$ cat src/rtl/core/tqp_pkg.sv
// ----------------------------------------------------------------------------
// tqp_pkg
// shared widths, arithmetic constants and code values for the ternary
// quantizer and its multiply-add unit
// ----------------------------------------------------------------------------
package tqp_pkg;

  // datapath widths
  localparam int DATA_W = 32;
  localparam int PROD_W = 2 * DATA_W;
  localparam int CNT_OUT_W = 5;

  // default packing factor
  localparam int CODES_PER_WORD = 16;

  // lcg and threshold constants
  localparam logic [DATA_W-1:0] LCG_MUL          = 32'd1103515245;
  localparam logic [DATA_W-1:0] LCG_ADD          = 32'd12345;
  localparam logic [DATA_W-1:0] LCG_DEFAULT_SEED = 32'h1234_5678;
  localparam logic [DATA_W-1:0] T_HALF           = 32'h8000_0000;
  localparam logic [DATA_W-1:0] T_BASE           = 32'd1932735283;
  localparam logic [DATA_W-1:0] T_SPAN           = 32'd429496730;

  // ternary codes
  localparam logic [1:0] CODE_NEG  = 2'd0;
  localparam logic [1:0] CODE_ZERO = 2'd1;
  localparam logic [1:0] CODE_POS  = 2'd2;

  // configuration register indexes
  localparam logic [1:0] REG_SCALE = 2'd0;
  localparam logic [1:0] REG_MODE  = 2'd1;
  localparam logic [1:0] REG_SEED  = 2'd2;

endpackage

$ cat src/rtl/core/tqp_mac.sv
// ----------------------------------------------------------------------------
// tqp_mac
// shared unsigned multiply-add, p = a * b + c, result registered when enabled
// ----------------------------------------------------------------------------
module tqp_mac (
  input  logic                      clk,
  input  logic                      en,
  input  logic [tqp_pkg::DATA_W-1:0] a,
  input  logic [tqp_pkg::DATA_W-1:0] b,
  input  logic [tqp_pkg::PROD_W-1:0] c,
  output logic [tqp_pkg::PROD_W-1:0] p
);
  import tqp_pkg::*;

  logic [PROD_W-1:0] p_r;
  logic [PROD_W-1:0] p_nxt;

  // one multiply and one add per cycle while en is high
  assign p_nxt = (PROD_W'(a) * PROD_W'(b)) + c;

  always_ff @(posedge clk) begin
    if (en) begin
      p_r <= p_nxt;
    end
  end

  assign p = p_r;

endmodule

$ cat src/rtl/core/ternary_quantize_pack.sv
// ----------------------------------------------------------------------------
// ternary_quantize_pack
// quantizes signed q16.16 weights to 2-bit ternary codes and packs them
// lsb-first into 32-bit words, with optional lcg-dithered thresholds
// ----------------------------------------------------------------------------
//
//  channel | direction | ports                                      | beat
//  --------+-----------+--------------------------------------------+---------------------
//  in      | input     | in_valid/in_ready, weight, last_weight     | one weight
//  out     | output    | out_valid/out_ready, packed_word, codes,   | one packed word
//          |           | last_word                                  |
//  cfg     | input     | cfg_valid/cfg_ready, cfg_index, cfg_data   | one register write
//
//  a weight goes through accept, scale product and compare in fixed-threshold
//  mode and through accept, lcg step, threshold, scale product and compare in
//  dithered mode, all products going through the one shared multiply-add unit.
//  synchronous active-low reset restores the state, lcg, configuration, word,
//  slot count and output valid and marks the next weight as a tensor start.
//  a finished word sits in the output register; the compare step waits only
//  when a new word is due while the previous one is still not taken.
//  cfg_ready is always high.
// ----------------------------------------------------------------------------
module ternary_quantize_pack #(
  parameter int CODES_PER_WORD = tqp_pkg::CODES_PER_WORD
) (
  input  logic                         clk,
  input  logic                         rst_n,
  // input weights
  input  logic                         in_valid,
  output logic                         in_ready,
  input  logic signed [tqp_pkg::DATA_W-1:0] in_weight,
  input  logic                         in_last_weight,
  // packed words
  output logic                         out_valid,
  input  logic                         out_ready,
  output logic [tqp_pkg::DATA_W-1:0]   out_packed_word,
  output logic [tqp_pkg::CNT_OUT_W-1:0] out_codes_in_word,
  output logic                         out_last_word,
  // configuration writes
  input  logic                         cfg_valid,
  output logic                         cfg_ready,
  input  logic [1:0]                   cfg_index,
  input  logic [tqp_pkg::DATA_W-1:0]   cfg_data
);
  import tqp_pkg::*;

  localparam int CNT_W = $clog2(CODES_PER_WORD + 1);
  localparam int SLOTS_IN_WORD = DATA_W / 2;

  typedef enum logic [4:0] {
    ST_IDLE = 5'b00001,
    ST_LCG  = 5'b00010,
    ST_THR  = 5'b00100,
    ST_SCL  = 5'b01000,
    ST_CMP  = 5'b10000
  } state_t;

  state_t state_r, state_nxt;

  // configuration registers
  logic [DATA_W-1:0] scale_r;
  logic              mode_r;
  logic [DATA_W-1:0] seed_r;

  // per-weight and tensor state
  logic [DATA_W-1:0] weight_r;
  logic              last_r;
  logic              stoch_r;
  logic [DATA_W-1:0] lcg_r;
  logic [DATA_W-1:0] acc_r;
  logic [CNT_W-1:0]  slot_r;
  logic              tstart_r;

  // output register
  logic                 out_valid_r;
  logic [DATA_W-1:0]    out_word_r;
  logic [CNT_OUT_W-1:0] out_cnt_r;
  logic                 out_last_r;

  // shared unit operands
  logic              mac_en;
  logic [DATA_W-1:0] mac_a;
  logic [DATA_W-1:0] mac_b;
  logic [PROD_W-1:0] mac_c;
  logic [PROD_W-1:0] mac_p;

  logic              in_fire;
  logic              out_fire;
  logic [DATA_W-1:0] mag;
  logic [DATA_W-1:0] scale_eff;
  logic [1:0]        code;
  logic [CNT_W-1:0]  slot_inc;
  logic [DATA_W-1:0] acc_new;
  logic              emit;
  logic              cmp_stall;

  assign in_ready  = (state_r == ST_IDLE);
  assign cfg_ready = 1'b1;
  assign in_fire   = in_valid && in_ready;
  assign out_fire  = out_valid_r && out_ready;

  // configuration writes
  always_ff @(posedge clk) begin
    if (!rst_n) begin
      scale_r <= 32'd65536;
      mode_r  <= 1'b0;
      seed_r  <= '0;
    end else if (cfg_valid && cfg_ready) begin
      unique case (cfg_index)
        REG_SCALE: scale_r <= cfg_data;
        REG_MODE:  mode_r  <= cfg_data[0];
        REG_SEED:  seed_r  <= cfg_data;
        default: ;
      endcase
    end
  end

  // shared multiply-add operand selection
  assign scale_eff = (scale_r == '0) ? DATA_W'(1) : scale_r;

  always_comb begin
    mac_en = 1'b0;
    mac_a  = '0;
    mac_b  = '0;
    mac_c  = '0;
    unique case (state_r)
      ST_LCG: begin
        // next lcg value in the low word
        mac_en = 1'b1;
        mac_a  = lcg_r;
        mac_b  = LCG_MUL;
        mac_c  = PROD_W'(LCG_ADD);
      end
      ST_THR: begin
        // threshold lands in bits 62:31
        mac_en = 1'b1;
        mac_a  = {1'b0, mac_p[DATA_W-2:0]};
        mac_b  = T_SPAN;
        mac_c  = PROD_W'(T_BASE) << (DATA_W - 1);
      end
      ST_SCL: begin
        mac_en = 1'b1;
        mac_a  = scale_eff;
        mac_b  = stoch_r ? mac_p[PROD_W-2:DATA_W-1] : T_HALF;
        mac_c  = '0;
      end
      ST_IDLE, ST_CMP: ;
      default: ;
    endcase
  end

  tqp_mac u_mac (
    .clk (clk),
    .en  (mac_en),
    .a   (mac_a),
    .b   (mac_b),
    .c   (mac_c),
    .p   (mac_p)
  );

  // compare magnitude against scale times threshold
  assign mag  = weight_r[DATA_W-1] ? (~weight_r + DATA_W'(1)) : weight_r;
  always_comb begin
    if ({mag, {DATA_W{1'b0}}} > mac_p) begin
      code = weight_r[DATA_W-1] ? CODE_NEG : CODE_POS;
    end else begin
      code = CODE_ZERO;
    end
  end

  // packing
  assign slot_inc = slot_r + CNT_W'(1);
  always_comb begin
    acc_new = acc_r;
    if (32'(slot_r) < SLOTS_IN_WORD) begin
      acc_new = acc_r | (DATA_W'(code) << {slot_r, 1'b0});
    end
  end
  assign emit      = (32'(slot_inc) >= CODES_PER_WORD) || last_r;
  assign cmp_stall = emit && out_valid_r && !out_ready;

  // sequencer
  always_comb begin
    state_nxt = state_r;
    unique case (state_r)
      ST_IDLE: if (in_fire) state_nxt = mode_r ? ST_LCG : ST_SCL;
      ST_LCG:  state_nxt = ST_THR;
      ST_THR:  state_nxt = ST_SCL;
      ST_SCL:  state_nxt = ST_CMP;
      ST_CMP:  if (!cmp_stall) state_nxt = ST_IDLE;
      default: state_nxt = ST_IDLE;
    endcase
  end

  always_ff @(posedge clk) begin
    if (!rst_n) begin
      state_r <= ST_IDLE;
    end else begin
      state_r <= state_nxt;
    end
  end

  // latch the accepted beat
  always_ff @(posedge clk) begin
    if (in_fire) begin
      weight_r <= unsigned'(in_weight);
      last_r   <= in_last_weight;
      stoch_r  <= mode_r;
    end
  end

  // lcg: reseed at tensor start, advance after the lcg step
  always_ff @(posedge clk) begin
    if (!rst_n) begin
      lcg_r <= '0;
    end else if (in_fire && tstart_r) begin
      lcg_r <= (seed_r != '0) ? seed_r : LCG_DEFAULT_SEED;
    end else if (state_r == ST_THR) begin
      lcg_r <= mac_p[DATA_W-1:0];
    end
  end

  // word accumulator, slot count and tensor start
  always_ff @(posedge clk) begin
    if (!rst_n) begin
      acc_r    <= '0;
      slot_r   <= '0;
      tstart_r <= 1'b1;
    end else begin
      if (in_fire) begin
        tstart_r <= 1'b0;
      end
      if (state_r == ST_CMP && !cmp_stall) begin
        if (emit) begin
          acc_r  <= '0;
          slot_r <= '0;
          if (last_r) begin
            tstart_r <= 1'b1;
          end
        end else begin
          acc_r  <= acc_new;
          slot_r <= slot_inc;
        end
      end
    end
  end

  // output register
  always_ff @(posedge clk) begin
    if (!rst_n) begin
      out_valid_r <= 1'b0;
    end else if (state_r == ST_CMP && emit && !cmp_stall) begin
      out_valid_r <= 1'b1;
    end else if (out_fire) begin
      out_valid_r <= 1'b0;
    end
  end

  always_ff @(posedge clk) begin
    if (state_r == ST_CMP && emit && !cmp_stall) begin
      out_word_r <= acc_new;
      out_cnt_r  <= CNT_OUT_W'(slot_inc);
      out_last_r <= last_r;
    end
  end

  assign out_valid         = out_valid_r;
  assign out_packed_word   = out_word_r;
  assign out_codes_in_word = out_cnt_r;
  assign out_last_word     = out_last_r;

endmodule
$ cat config.mk
export PLATFORM = sky130hd
export DESIGN_NAME = ternary_quantize_pack
export DESIGN_NICKNAME = d
export VERILOG_FILES = /design/src/rtl/core/tqp_pkg.sv /design/src/rtl/core/tqp_mac.sv /design/src/rtl/core/ternary_quantize_pack.sv
export SDC_FILE = /design/constraint.sdc
export NUM_CORES = 2
export LEC_CHECK = 0
export ABC_AREA = 0
export CORE_UTILIZATION = 29
export DETAILED_ROUTE_END_ITERATION = 6
export DONT_BUFFER_PORTS = 1
export GPL_TIMING_DRIVEN = 0
export SLEW_MARGIN = 30
export SYNTH_ARGS = -nofsm -noshare
export SYNTH_HDL_FRONTEND = slang
export SYNTH_SLANG_ARGS = --single-unit
$ cat constraint.sdc
create_clock -name clk -period 11.95 [get_ports clk]
set_clock_uncertainty 0.1 [all_clocks]
set_input_delay 1.195 -clock clk [delete_from_list [all_inputs] [get_ports clk]]
set_output_delay 1.195 -clock clk [all_outputs]
set_load 0.02 [all_outputs]
## Word level (Yosys, flattened, before mapping)

Cells that the tools add are included.

| word-level totals | value |
|---|---|
| input port bits | 72 |
| output and inout bits | 41 |
| flip-flop bits (word level) | 277 |
| word-level logic and storage cells | 81 |

| operators by class | value |
|---|---|
| $lt $le $gt $ge | 3 |
| multiply operators | 1 |
| shift operators | 1 |
| reduce and logical (&&, ||, !) cells | 21 |
| add/sub/neg operators | 3 |
| multiplexer cells | 25 |
| equality and inequality tests | 9 |
| bitwise gates (word level) | 2 |

Operators with widths:

| kind | number |
|---|---|
| 32-bit 2-to-1 mux | 8 |
| 32-bit one-hot mux with 3 select lines | 2 |
| 62-bit one-hot mux with 2 select lines | 1 |
| 64-bit by 62-bit adder with 64-bit output | 1 |
| 64-bit greater-than comparator | 1 |
| 32-bit by 32-bit multiplier with 64-bit output | 1 |
| 32-bit by 1-bit adder with 32-bit output (second input constant) | 1 |
| 32-bit zero test | 1 |
| 32-bit NOT | 1 |
| 32-bit OR | 1 |
| 32-bit nonzero test | 1 |
| 2-bit by 6-bit left shift with 32-bit output | 1 |
| 5-bit one-hot mux with 5 select lines | 1 |
| 5-bit 2-to-1 mux | 3 |
| 1-bit logical AND | 8 |
| 2-bit AND reduction | 4 |
| 1-bit 2-to-1 mux | 7 |
| 5-bit by 1-bit adder with 5-bit output (second input constant) | 1 |
| 5-bit by 1-bit == test with 1-bit output (second input constant) | 1 |
| 5-bit by 2-bit == test with 1-bit output (second input constant) | 1 |
| 5-bit by 3-bit == test with 1-bit output (second input constant) | 1 |
| 5-bit by 4-bit == test with 1-bit output (second input constant) | 1 |
| 5-bit == test (second input constant) | 1 |
| 5-bit greater-or-equal comparator (second input constant) | 1 |
| other kinds (12) | 15 |

## Depth between registers and ports, before layout

| depth | value |
|---|---|
| depth after elaboration | 9 |
| mapped depth | 37 |
| gate-level depth less buffers | 31 |

## Hierarchy

Synthesis repeated with hierarchy kept, for this count alone.

| second synthesis, totals | value |
|---|---|
| cell total of the unflattened synthesis | 5093 |
| area total of the unflattened synthesis | 47076.4 µm² |

By module, submodules not included:

| module | times used | cells each | sequential area each (µm²) | area each (µm²) |
|---|---|---|---|---|
| tqp_mac | 1 | 3988 | 1921.8 | 36676.4 |
| ternary_quantize_pack | 1 | 1105 | 4984.8 | 10400.0 |

## Worst setup path before layout

No wires, ideal clock.

| timing path | value |
|---|---|
| path kind | flip-flop to flip-flop |
| start | register state_r[4] |
| end | register u_mac.p_r[63], in the netlist u_mac.p[63] (data pin) |
| arrival | 8.509 ns |
| path buffers | 6 |
| cell stages (with the launch flop) | 33 |
| library setup time | 0.190 ns |
| path slack | 3.151 ns |
| data required time | 11.660 ns |
| cells stage by stage | dfxtp_1 or3_1 or3b_1 buf_2 inv_2 buf_4 buf_2 buf_2 a21oi_1 clkbuf_1 nor2_1 fa_1 fa_1 inv_1 fa_1 fa_1 fa_1 inv_1 fa_1 fa_1 fa_1 ha_1 buf_2 a211oi_1 nor2_1 a2111o_1 a21boi_0 o31a_1 a211oi_2 o21ai_1 a21oi_2 mux2i_1 a2111oi_2 |

| on the way | value |
|---|---|
| word-level cells in the longest chain between the ends | 4 |
| elaborated cells on any way between the ends | 8 |

RTL lines:

| item | line | RTL |
|---|---|---|
| start, declared | ternary_quantize_pack.sv:58 | `state_t state_r, state_nxt;` |
| start signal, assigned | ternary_quantize_pack.sv:199 | `state_r <= state_nxt;` |
| 5-bit by 4-bit == test with 1-bit output (tied with other cells) | ternary_quantize_pack.sv:126 | `unique case (state_r)` |
| 32-bit one-hot mux with 3 select lines | ternary_quantize_pack.sv:126 |  |
| 32-bit by 32-bit multiplier with 64-bit output | tqp_mac.sv:19 | `assign p_nxt = (PROD_W'(a) * PROD_W'(b)) + c;` |
| 64-bit by 62-bit adder with 64-bit output (*) | tqp_mac.sv:19 |  |
| named net u_mac.p_nxt[63] | tqp_mac.sv:16 | `logic [PROD_W-1:0] p_nxt;` |
| end signal, assigned | tqp_mac.sv:23 | `p_r <= p_nxt;` |
| end, declared | tqp_mac.sv:15 | `logic [PROD_W-1:0] p_r;` |

Mark *: on every way through the listed nets, which the timed path passes. The rest lies on a longest branch.
A chain may end at the register's enable or synchronous reset.

## Worst setup path after layout

| timing path | value |
|---|---|
| start | register state_r[2] |
| end | register u_mac.p_r[61], in the netlist u_mac.p[61] (data pin) |

Same word-level chain as after synthesis.

==> run_results.csv <==
group,metric,value,unit
final_layout,num-nets-final,6406,
logic_synthesis,synth-main-ff-cell,"dfxtp_1",
sta,timing.hold.ws,363,ps
setup_path,crit_family,"adder cells",
sta,fmax,0.0853,GHz
cts,cts-root-buf,"clkbuf_16",
routing,wire_per_inst,23.0,um
logic_synthesis,syn_avg_cell_area,8.93,sq um
sta,fin_setup_tns,0,ps
setup_path,critical_path_arrival,11960,ps
power,p_per_area,47.5,nW/um^2
global_routing,grt_pass1_wl,243000,um
die,io_pins,113,
die,die_y,397,um
sta,relSlewSlack,0.252,
power,vdd_drop_max,120,uV
global_routing,antenna_found_initial,14,
sta,period_minus_slack,11720,ps
die,start_util,0.293,
outcome,violations,"DRC",
routing,vias,36300,
sta,timing.final.crit_share,0.981,
setup_path,max_stage_delay,980,ps
routing,antenna_left,0,
setup_path,end_kind,"register",
sta,tightestPinTransition,1120,ps
place,dp_hpwl,139000,um
min_path,hp-class,"reg2reg",
power,total_power,2.33,mW
setup_path,cp_data_required_time,12180,ps
logic_synthesis,netlist_instances,5067,
sta,finalMaxSlewViolations,0,
setup_path,crit_fanout,10,
cts,clock_sinks,277,
cts,cts_hold_buf,0,
global_routing,grtUsageTotal,0.210,
logic_synthesis,synth_area,45200,sq um
cts,htree_num_levels,1,
logic_synthesis,synthArstFlopShare,0,
global_routing,gr-total-overflow,0,
sta,setup_violations,0,
logic_synthesis,syn-num-nets,6371,
logic_synthesis,yosys_warnings,0,
die,core_area,154000,sq um
routing,routed_wl,165000,um
die,die_area,158000,sq um
routing,drtPass1Iterations,7,
logic_synthesis,synth-edff-count,136,
place,dp_slack,530,ps
sta,rsz0062_at_grt,"false",
place,placed_area,48000,sq um
final_layout,drive_above_1_share,0.0404,
logic_synthesis,synthDistinctLibCells,87,
cts,clk_pin_slew,70,ps
die,rows,144,
setup_path,critPathMostFrequentCell,"fa_1",
cts,cts_buffers,27,
cts,cts_tree,"done",
setup_path,crit_buf_inv,7,
sta,hold_viol,0,
setup_path,slowest_stage,"a2111oi_2",
global_routing,grt_max_degree,41,
die,fp.dieW,397,um
cts,clk_path_buf_depth,3,
place,port_buffers,0,
final_layout,syn2layout_area_growth,8.27,%
global_routing,grt_pass1_vias,37000,
final_layout,final_area,49000,sq um
power,p_leak,22.6,nW
routing,drt_iter0_drc,3592,
sta,setup_slack,228,ps
logic_synthesis,synth-seq-cells,277,
place,routabilityCongestion,1.02,
outcome,status,"finished, violations left",
routing,avgViaCountPerCell,5.06,
setup_path,start_kind,"register",
flow_run,maxCapViolCount,0,
routing,drc_errors,4,
cts,clkLatencyLatePin,590,ps
setup_path,critical_path_class,"reg2reg",
logic_synthesis,synth_seq_area_share,0.153,
==> sequential cells by signal (all words and copies together), names as in the netlist <==
name,flops
u_mac.p,64
mode_r,1
state_r,5
tstart_r,1
out_last_word,1
scale_r,32
out_valid,1
out_codes_in_word,5
slot_r,5
acc_r,32
weight_r,32
out_packed_word,32
seed_r,32
lcg_r,32
last_r,1
stoch_r,1
==> stage by stage <==
| stage | std cells | utilization |
|---|---|---|
| after CTS | 7167 | 0.317 |
| after global placement | 7111 | 0.309 |
| after floorplan | 5067 | - |
| final | 7178 | 0.317 |
| after global routing | 7175 | 0.317 |
| after detailed placement | 7117 | 0.311 |
==> report_power, final <==
part,switching [mW],internal [mW],total (mW),leakage (nW)
sequential,0.0511,1.05,1.10,2.33
combinational,0.236,0.104,0.340,19.8
clock,0.396,0.494,0.890,0.450
total,0.683,1.64,2.33,22.6
==> layout make-up <==
cell class,instances,area [sq um]
multi-input combinational,3536,33600
clock buffer,42,847
sequential,277,6910
inverter,983,3690
fill,16200,105000
clock inverter,8,63.8
timing repair buffer,6,91.3
buffer,271,1170
antenna,11,27.5
tap,2044,2560
==> logic make-up after synthesis <==
logic type	share of synthesized area
adder cells (fa/ha/maj)	0.493
XOR/XNOR	0.0180
flip-flops	0.153
other	0.0000829
AND/OR/NAND/NOR	0.157
multiplexers	0.000664
buffers and inverters	0.107
AO/OA/AOI/OAI	0.0718
==> worst register-to-register path: cells and delay by family (launching register included) <==
| family | cells | cell delay (ps) |
|---|---|---|
| adders and majority gates | 9 | 4690 |
| AOI/OAI and AO/OA | 6 | 2590 |
| buffers and inverters | 7 | 2190 |
| and+or+nand+nor | 6 | 1370 |
| DFF | 1 | 380 |
| xor gates and xnor gates | 1 | 140 |
==> worst paths after layout <==
path              slack (ps)       start          end  cells past startpoint
hold reg to reg          360   acc_r[15]    acc_r[15]                      1
setup reg to reg         230  state_r[2]  u_mac.p[61]                     29
hold / removal           360   acc_r[15]    acc_r[15]                      1
setup / recovery         230  state_r[2]  u_mac.p[61]                     29
==> per-layer routing <==
| layer | wire [um] | share of wire | up-vias | GRT usage |
|---|---|---|---|---|
| met5 | 26 | 0.00016 | - | 0 |
| met4 | 10300 | 0.062 | 4 | 0.109 |
| met3 | 15000 | 0.091 | 398 | 0.0363 |
| met2 | 74700 | 0.45 | 1829 | 0.331 |
| met1 | 65100 | 0.39 | 18500 | 0.276 |
| li1 | - | - | 15500 | - |
==> synth_stat cells, types with 37 or more instances <==
cell type | n | area (sq um)
buf_2 | 71 | 355
clkbuf_1 | 181 | 679
dfxtp_1 | 141 | 2820
xnor2_1 | 72 | 631
nor2_1 | 589 | 2210
o21ai_0 | 47 | 235
edfxtp_1 | 136 | 4080
a21oi_1 | 168 | 841
fa_1 | 919 | 18400
a21o_1 | 46 | 345
ha_1 | 313 | 3920
nand2_1 | 889 | 3340
inv_1 | 980 | 3680
o21bai_1 | 37 | 278
==> layout by cell type (no fill, tap or decap), types with 10 or more instances in the layout <==
cell / instances
inv_1: 980
a31oi_1: 36
clkbuf_1: 177
nor2_1: 588
and2_1: 36
nor4_1: 25
o311a_1: 13
o21a_1: 23
a21oi_1: 149
fa_1: 919
nand4_1: 32
and3_1: 10
diode_2: 11
o31ai_1: 11
clkbuf_16: 31
a21oi_2: 18
dfxtp_1: 141
xor2_1: 21
nand2_1: 889
a21o_1: 46
ha_1: 313
nand2b_1: 15
clkbuf_2: 12
nand3_1: 31
nor2b_1: 17
o21ai_0: 47
nor3_1: 28
edfxtp_1: 136
xnor2_1: 72
buf_2: 73
o21bai_1: 37
a22oi_1: 34
==> repair_timing <==
| item | in CTS | in global routing |
|---|---|---|
| resized for setup | 0 | 1 |
| setup endpoints to repair | 0 | 1 |
| setup buffers | 0 | 0 |
| endpoints found under the hold margin | 0 | 0 |
No activity file was read; power rests on OpenSTA's default activity.
